`src/berd_pkg.sv`:
```
// Package for the border entrance run detector.
// Holds widths, limits, reset values and the result entry type.
// No dependencies.
package berd_pkg;

    localparam int SEGMENT_MAX = 256;
    localparam int POS_W       = 8;
    localparam int RUN_W       = 9;
    localparam int CFG_W       = 9;

    localparam logic [POS_W-1:0] POS_CAP   =
        POS_W'((SEGMENT_MAX - 1) < 255 ? (SEGMENT_MAX - 1) : 255);
    localparam logic [RUN_W-1:0] RUN_CAP   = '1;
    localparam logic [CFG_W-1:0] CFG_RESET = CFG_W'(6);

    localparam int FIFO_DEPTH = 4;
    localparam int PTR_W      = $clog2(FIFO_DEPTH);
    localparam int CNT_W      = $clog2(FIFO_DEPTH + 1);

    typedef struct packed {
        logic [POS_W-1:0] offset;
        logic             last;
    } result_t;

endpackage

```
`src/border_entrance_run_detector_top.sv`:
```
// Border entrance run detector: scans border cell pairs and emits entrance offsets.
// Accepted beats are registered, then their results go to the 4-entry result queue;
// one input beat per cycle while it holds at most 2 beats; a run yields 0, 1 or 2.
// With m_tready high it drains one result beat per cycle, setting the double-result rate.
// Reset (aresetn low, synchronous): run length and position cleared, queue emptied,
// threshold register back to 6.
module border_entrance_run_detector_top
    import berd_pkg::*;
(
    input  logic       aclk,
    input  logic       aresetn,
    input  logic       cfg_wr_en,
    input  logic [8:0] cfg_wr_data,   // two_entrance_min_len
    input  logic       s_tvalid,
    output logic       s_tready,
    input  logic [7:0] s_tdata,       // [0] near_open, [1] far_open, [7:2] zero
    input  logic       s_tlast,       // segment_end
    output logic       m_tvalid,
    input  logic       m_tready,
    output logic [7:0] m_tdata,       // [7:0] entrance_offset
    output logic       m_tlast        // last_of_run
);

    logic [CFG_W-1:0] thr_reg;
    logic             in_valid_reg;
    logic             near_reg, far_reg, end_reg;
    logic [RUN_W-1:0] run_reg, run_next;
    logic [POS_W-1:0] pos_reg, pos_next;

    result_t          fifo_reg [FIFO_DEPTH];
    logic [PTR_W-1:0] wr_ptr_reg, rd_ptr_reg;
    logic [CNT_W-1:0] count_reg;

    logic             advance, pop, is_open, emit, two;
    logic [RUN_W-1:0] run_inc, emit_len, thr;
    logic [POS_W-1:0] last_pos, first_off, mid_off;
    logic [1:0]       push_n;
    result_t          res0, res1;

    assign advance  = in_valid_reg && (count_reg <= CNT_W'(FIFO_DEPTH - 2));
    assign s_tready = !in_valid_reg || advance;
    assign pop      = m_tvalid && m_tready;

    always_comb begin
        is_open  = near_reg && far_reg;
        run_inc  = (run_reg == RUN_CAP) ? run_reg : run_reg + RUN_W'(1);
        emit_len = is_open ? run_inc : run_reg;
        emit     = is_open ? end_reg : 1'b1;
        last_pos = is_open ? pos_reg
                           : ((pos_reg == '0) ? '0 : pos_reg - POS_W'(1));
        thr      = (thr_reg == '0) ? RUN_W'(1) : RUN_W'(thr_reg);
        two      = emit_len >= thr;

        if (RUN_W'(last_pos) > (emit_len - RUN_W'(1))) begin
            first_off = POS_W'(RUN_W'(last_pos) - (emit_len - RUN_W'(1)));
        end else begin
            first_off = '0;
        end
        if (RUN_W'(last_pos) > (emit_len >> 1)) begin
            mid_off = POS_W'(RUN_W'(last_pos) - (emit_len >> 1));
        end else begin
            mid_off = '0;
        end

        if (!advance || !emit || emit_len == '0) begin
            push_n = 2'd0;
        end else if (two) begin
            push_n = 2'd2;
        end else begin
            push_n = 2'd1;
        end

        res0.offset = two ? last_pos : mid_off;
        res0.last   = !two;
        res1.offset = first_off;
        res1.last   = 1'b1;

        if (end_reg) begin
            run_next = '0;
        end else if (is_open) begin
            run_next = run_inc;
        end else begin
            run_next = '0;
        end

        if (end_reg) begin
            pos_next = '0;
        end else if (pos_reg < POS_CAP) begin
            pos_next = pos_reg + POS_W'(1);
        end else begin
            pos_next = pos_reg;
        end
    end

    always_ff @(posedge aclk) begin
        if (!aresetn) begin
            thr_reg      <= CFG_RESET;
            in_valid_reg <= 1'b0;
            run_reg      <= '0;
            pos_reg      <= '0;
            wr_ptr_reg   <= '0;
            rd_ptr_reg   <= '0;
            count_reg    <= '0;
        end else begin
            if (cfg_wr_en) begin
                thr_reg <= cfg_wr_data;
            end
            if (s_tready) begin
                in_valid_reg <= s_tvalid;
            end
            if (advance) begin
                run_reg <= run_next;
                pos_reg <= pos_next;
            end
            wr_ptr_reg <= wr_ptr_reg + PTR_W'(push_n);
            if (pop) begin
                rd_ptr_reg <= rd_ptr_reg + PTR_W'(1);
            end
            count_reg <= count_reg + CNT_W'(push_n) - CNT_W'(pop);
        end
    end

    always_ff @(posedge aclk) begin
        if (s_tvalid && s_tready) begin
            near_reg <= s_tdata[0];
            far_reg  <= s_tdata[1];
            end_reg  <= s_tlast;
        end
        if (push_n != 2'd0) begin
            fifo_reg[wr_ptr_reg] <= res0;
        end
        if (push_n == 2'd2) begin
            fifo_reg[wr_ptr_reg + PTR_W'(1)] <= res1;
        end
    end

    assign m_tvalid = count_reg != '0;
    assign m_tdata  = fifo_reg[rd_ptr_reg].offset;
    assign m_tlast  = fifo_reg[rd_ptr_reg].last;

endmodule

```
`config.mk`:
```
export PLATFORM = sky130hd
export DESIGN_NAME = border_entrance_run_detector_top
export DESIGN_NICKNAME = d
export VERILOG_FILES = /design/src/berd_pkg.sv /design/src/border_entrance_run_detector_top.sv
export SDC_FILE = /design/constraint.sdc
export NUM_CORES = 1
export LEC_CHECK = 0
export ABC_AREA = 1
export ABC_CLOCK_PERIOD_IN_PS = 5500
export BUFFER_PORTS_ARGS = -buffer_cell sky130_fd_sc_hd__buf_4
export CELL_PAD_IN_SITES_DETAIL_PLACEMENT = 0
export CELL_PAD_IN_SITES_GLOBAL_PLACEMENT = 2
export CORE_ASPECT_RATIO = 0.75
export CORE_MARGIN = 2
export CORE_UTILIZATION = 40
export CTS_CLUSTER_SIZE = 8
export DETAILED_ROUTE_END_ITERATION = 8
export GPL_ROUTABILITY_DRIVEN = 0
export PLACE_DENSITY_LB_ADDON = 0.1
export SYNTH_ARGS = -nofsm -noshare
export SYNTH_HDL_FRONTEND = slang
export SYNTH_SLANG_ARGS = --single-unit
```
`constraint.sdc`:
```
create_clock -name aclk -period 5.5 [get_ports aclk]
set_input_delay 0 -clock aclk [delete_from_list [all_inputs] [get_ports aclk]]
set_output_delay 0 -clock aclk [all_outputs]
set_load 0.005 [all_outputs]
```
==> results of run 1 <==
## worst register-to-register path, stage by stage, from the launching register on
cell and delay (ps):
dfxtp_1 380, ha_1 300, inv_1 170, nor2_8 80, nand3_4 210, nand3_2 120, o21ai_2 190, nand3_4 160
nor2_8 180, nand3_1 160, nor3_1 240, nor2_1 90, ha_1 290, inv_1 90, o311ai_0 550, a21oi_1 120
nor2_1 120, nand2_1 90, nor2_4 410, nand2_1 200, o21ai_1 170
## power by group through the flow
stage | sequential [W] | clock, W | combinational, W
final | 0.000671 | 0.000592 | 0.000903
after global routing | 0.000676 | 0.000628 | 0.00101
after CTS | 0.000671 | 0.000608 | 0.000903
after detailed placement | 0.000683 | 0 | 0.000889
after global placement | 0.000681 | 0 | 0.000879
after floorplan | 0.000674 | 0 | 0.000665
## layer usage
metal,up-vias,global-route usage,part of all wire,wire (µm)
met2,86,0.301,0.42,6020
met3,8,0.0468,0.049,702
met1,2194,0.298,0.53,7570
li1,2502,-,-,-
met4,0,0.0375,0.0061,87
met5,-,0,0,0
## per-stage QoR
step                      cell area [µm²]  total power (W)  cells  setup WS, ps  utilization
after floorplan                      5570          0.00134    716          1800            -
after global placement               5870          0.00156    903          1160        0.430
after global routing                 6360          0.00232    938           636        0.465
final                                6360          0.00217    938          1030        0.465
after CTS                            6360          0.00218    938          1060        0.465
after detailed placement             5870          0.00157    903          1090        0.430
## cell usage in the layout (no fill, tap or decap), types with 2 or more instances in the layout
cell type        n
fa_1             3
clkinv_2         2
edfxtp_1        35
ha_1            29
o21ai_2         30
nor2_4           5
nand2_4         12
inv_1           87
nand3_1         61
nor2_2           2
nand3_4          4
dfxtp_1         40
dlygate4sd3_1   19
nand3b_1         2
a21oi_1         42
a211oi_1         2
o21ai_0         42
clkinv_4         2
nand4_1         14
xnor2_1          4
o21ai_1         10
inv_2            2
nand2_1        126
buf_4           33
nor3_1          12
a31oi_1          2
nand2_2         11
or2_2            2
o22ai_1          9
nor4_1           2
nor2_1          68
clkbuf_16       10
nor2_8           4
nand3_2          6
xor2_1          13
## logic make-up (layout without fill, tap and decap cells)
family                   count (synthesis)  count (layout)  synth area share
adder cells (fa/ha/maj)                 32              32            0.0760
XOR/XNOR                                18              18            0.0297
flip-flops                              75              75             0.333
AO/OA/AOI/OAI                          145             145             0.160
AND/OR/NAND/NOR                        334             334             0.310
buffers and inverters                  112             159            0.0917
## timing repair
item                                   in CTS  in global routing
endpoints found under the hold margin      15                  0
hold buffers                               19                  0
setup endpoints to repair                   0                  0
## worst paths after layout
kind	slack (ps)	depth (start not counted)	endpoint
worst max-delay path	1030	20	fifo_reg[2][1]$_DFFE_PP_
worst min register to register	470	2	fifo_reg[1][0]$_SDFFE_PP1P_
worst max register to register	1030	20	fifo_reg[2][1]$_DFFE_PP_
worst min-delay path	40	4	flop
## area by class of cell
class | instances | area (µm²)
clock buffers | 12 | 269
multi-input cells | 529 | 3200
repair buffers | 52 | 438
flip-flops and latches | 75 | 1850
clock inverters | 4 | 31.3
inverters | 91 | 343
fillers | 1332 | 7300
well taps | 175 | 219
==> impl_metrics.toml, run 1 <==
[grt]
grt_pass1_wl_um = 23200
grt_overflow = 0
grt_pass1_vias = 4427
grt_max_degree = 25
grt_usage = 0.201
grt_antenna_before_repair = 0

[synthesis]
yosysSeqAreaShare = 0.333
synthTopCellsByArea = "edfxtp_1 19%, dfxtp_1 14%, nand2_1 8.5%, ha_1 6.5%, inv_1 5.9%"
synth_top_area_frac = 0.189
ys_types = 50
syn_inst = 716
avgSynthCellArea_um2 = 7.77
synthArstFlopShare = 0
netlist_area_um2 = 5570
yosysWarnings = 0
synth-edff-count = 35
synth_most_common_cell = "nand2_1"
yosys.area.top_type = "edfxtp_1"
ys.flop_type = "dfxtp_1"
synthTopCellsByCount = "126 x nand2_1, 87 x inv_1, 68 x nor2_1"
ys_ff_latch = 75
syn-num-nets = 771

[worst_setup_path]
startpoint = "run_reg[0]$_SDFFE_PN0P_"
cp.arrival_ps = 4660
r2r-start = "run_reg[0]$_SDFFE_PN0P_"
slowest_stage = "o311ai_0"
cpPeakStageDelay_ps = 550
path_cells = "ha_1, inv_1, nor2_8, nand3_4, nand3_2, o21ai_2, nand3_4, nor2_8, nand3_1, nor3_1, nor2_1, ha_1, inv_1, o311ai_0, a21oi_1, nor2_1, nand2_1, nor2_4, nand2_1, o21ai_1"
required_ps = 5690
start_kind = "flop"
cpLargestDelayFamily = "simple AND/OR/NAND/NOR gates"
setup.worst_path.class = "reg2reg"
end_kind = "flop"
cp_num_buf_inv = 2
critPathMaxFanout = 14

[sta]
max_freq_ghz = 0.224
hold_slack_ps = 42.1
hold_viol_final = 0
timing.final.crit_share = 0.813
finalCriticalPeriod_ps = 4470
maxSlewViolCount = 0
relSlewSlack = 0.308
setup_tns_ps = 0
tightest_slew_ps = 1030
skew_ps = 8.22
report.final.setup_viol = 0
rsz0062_at_grt = "false"

[cts]
cts-htree-levels = 3
clk_pin_slew_ps = 60
ctsRootBufferMaster = "clkbuf_16"
cts_resized = 0
cts.path.max_buffers = 2
cts_buffers = 9
clkSinkCount = 75
clkLatencyLatePin_ps = 340
post_cts_buffers = 0
cts_tree = "built"

[power]
p_int_w = 0.00130
power_leakage_nw = 2.95
combPwrFrac = 0.417
switching_power_w = 0.000867
seq_power_share = 0.310
irDropWorstVdd_mv = 0.207
p_sw_frac = 0.400
powerDensity_nw_per_um2 = 341
clockPowerShare = 0.273

[die]
dieWidth_um = 140
dieArea_um2 = 14900
die-height_um = 106
row_count = 37
start_util = 0.408
core_um2 = 13700
io_pins = 34

[run]
max_cap_viol_count = 0

[cells_and_area]
drive_gt1_frac = 0.172
areaGrowthSynthToFinish_pct = 14.2
nets = 813
largest_reg_flops = 36
n_antenna_cell = 0

[min_path]
hold_class = "in2reg"
holdCritStartpoint = "m_tready"

[placed_design]
portBuffers = 27
hpwl_um = 10800

[detailed_routing]
vias_per_cell = 5.11
drc = 0
ant_nets = 0
dr.pass1.iters = 5
vias = 4790
wl_um = 14400
drt_iter0_markers = 309
wl_per_cell_um = 15.3

[outcome]
status = "completed"
(Power assumes the default switching activity.)
==> run 2: changes to the inputs <==
--- a/config.mk
+++ b/config.mk
@@ -6,13 +6,13 @@
 export NUM_CORES = 1
 export LEC_CHECK = 0
 export ABC_AREA = 1
-export ABC_CLOCK_PERIOD_IN_PS = 5500
+export ABC_CLOCK_PERIOD_IN_PS = 4200
 export BUFFER_PORTS_ARGS = -buffer_cell sky130_fd_sc_hd__buf_4
 export CELL_PAD_IN_SITES_DETAIL_PLACEMENT = 0
 export CELL_PAD_IN_SITES_GLOBAL_PLACEMENT = 2
 export CORE_ASPECT_RATIO = 0.75
 export CORE_MARGIN = 2
-export CORE_UTILIZATION = 40
+export CORE_UTILIZATION = 37
 export CTS_CLUSTER_SIZE = 8
 export DETAILED_ROUTE_END_ITERATION = 8
 export GPL_ROUTABILITY_DRIVEN = 0
==> constraint.sdc (replaced) <==
create_clock -name aclk -period 4.2 [get_ports aclk]
set_input_delay 0 -clock aclk [delete_from_list [all_inputs] [get_ports aclk]]
set_output_delay 0 -clock aclk [all_outputs]
set_load 0.005 [all_outputs]
==> impl_metrics.toml, run 2 (same netlist as run 1, synthesis figures left out) <==
[cts]
cts_buffers = 9
clkLatencyLatePin_ps = 350
clkSinkCount = 75
post_cts_buffers = 0
clk_pin_slew_ps = 60
cts_tree = "built"
cts.path.max_buffers = 2
ctsRootBufferMaster = "clkbuf_16"
cts-htree-levels = 3

[grt]
grt_max_degree = 21
grt_pass1_wl_um = 25100
grt_pass1_vias = 4830
grt_antenna_before_repair = 0
grt_overflow = 0
grt_usage = 0.203

[detailed_routing]
drt-met1-wl_um = 8070
dr.pass1.iters = 5
wl_met2_um = 6500
vias = 4918
dr_wl_met3_um = 607
ant_nets = 0
routed.top_layer = "met4"
wl_um = 15400
drt_iter0_markers = 351
drc = 0
wl_per_cell_um = 15.8
vias_per_cell = 5.04

[sta]
finalCriticalPeriod_ps = 3860
maxSlewViolCount = 0
relSlewSlack = 0.456
setup_ws_ps = 338
hold_viol_final = 0
skew_ps = 6.97
rsz0062_at_grt = "true"
report.final.setup_viol = 0
setup_tns_ps = 0
hold_slack_ps = 42.4
timing.final.crit_share = 0.920
max_freq_ghz = 0.259
tightest_slew_ps = 813

[cells_and_area]
areaGrowthSynthToFinish_pct = 16.6
drive_gt1_frac = 0.185
n_fill_cell = 1495
final_common_cell = "nand2_1"
final_cell_mix = "126 x nand2_1, 87 x inv_1, 68 x nor2_1"
nets = 825
largest_reg_flops = 36
final_cells = 975
n_antenna_cell = 0

[placed_design]
dp.cells = 940
hpwl_um = 11600
portBuffers = 27
place_ws_ps = 142

[worst_setup_path]
setup.worst_path.end = "count_reg[2]$_SDFF_PN0_"
rrSetupSlack_ps = 340
rr_worst_depth = 21
cp.arrival_ps = 4100
critPathMaxFanout = 20
end_kind = "flop"
setup.worst_path.class = "reg2reg"
r2r-start = "run_reg[2]$_SDFFE_PN0P_"
startpoint = "run_reg[2]$_SDFFE_PN0P_"
reg2reg_to = "count_reg[2]$_SDFF_PN0_"
start_kind = "flop"
required_ps = 4440

[die]
start_util = 0.381
dieArea_um2 = 16100
core_um2 = 14600
io_pins = 34
dieWidth_um = 146
die-height_um = 110
row_count = 38

[run]
max_cap_viol_count = 0

[min_path]
hold_depth = 4
holdCritStartpoint = "m_tready"
hold_class = "in2reg"

[power]
powerDensity_nw_per_um2 = 440
irDropWorstVdd_mv = 0.236
power_leakage_nw = 3.00

[outcome]
status = "completed"
-- run 2: cell count changes in the layout (fill, tap and decap cells not counted), moves of 2 or more --
cell,delta
buf_4,+11
o21ai_1,-2
clkbuf_1,+2
o21ai_0,+2
clkinv_4,-2
clkinvlp_4,+2
-- run 2: repair_timing --
| action | CTS | global route |
|---|---|---|
| setup endpoints to repair | 0 | 32 |
| hold endpoints to repair | 15 | 0 |
| resized for setup | 0 | 4 |
| hold buffers | 19 | 0 |
-- run 2: cell type report --
type | instances | area (µm²) | area share
clock buffer | 12 | 258 | 0.0397
clock inverter | 4 | 25.0 | 0.00385
inverter | 91 | 343 | 0.0528
multi-input combinational | 529 | 3220 | 0.497
sequential | 75 | 1850 | 0.285
tap | 200 | 250 | 0.0385
timing repair buffer | 64 | 541 | 0.0833
-- run 2: metal layers --
layer	vias up	GRT usage
li1	2523	-
met1	2280	0.290
met2	99	0.316
met3	16	0.0342
met4	0	0.0581
met5	-	0
-- run 2: stage by stage --
| step | area, µm² | util | total power, W |
|---|---|---|---|
| 2_1_floorplan | 5570 | - | 0.00175 |
| 3_3_place_gp | 6000 | 0.411 | 0.00208 |
| 3_5_place_dp | 6000 | 0.411 | 0.00210 |
| 4_1_cts | 6470 | 0.443 | 0.00287 |
| 5_1_grt | 6490 | 0.445 | 0.00307 |
| 6_report | 6490 | 0.445 | 0.00285 |
-- run 2: report_power, final --
group          switching, W  internal, W
combinational      0.000796     0.000434
clock              0.000313     0.000434
sequential        0.0000391     0.000838
total               0.00115      0.00171
-- run 2: worst min-delay path by stage --
stage	slack [ps]	to
after global placement	180	near_reg$_DFFE_PP_
final	40	flop
after CTS	30	flop
after global routing	80	flop
after detailed placement	180	near_reg$_DFFE_PP_
after floorplan	100	end_reg$_DFFE_PP_
-- run 2: worst max-delay path: stages, from the launching register on --
cell and delay (ps):
dfxtp_1 530, nand2_2 160, nor2_8 180, nand3_4 230
nand2_2 140, nand3_2 80, o21ai_2 160, inv_1 140
ha_1 290, o21ai_0 80, nor2_1 100, nand2_1 60
inv_1 60, a21oi_1 60, nand2_2 80, buf_4 280
nand2_1 120, ha_1 280, inv_1 50, fa_1 430
o21ai_0 180, a21oi_1 50
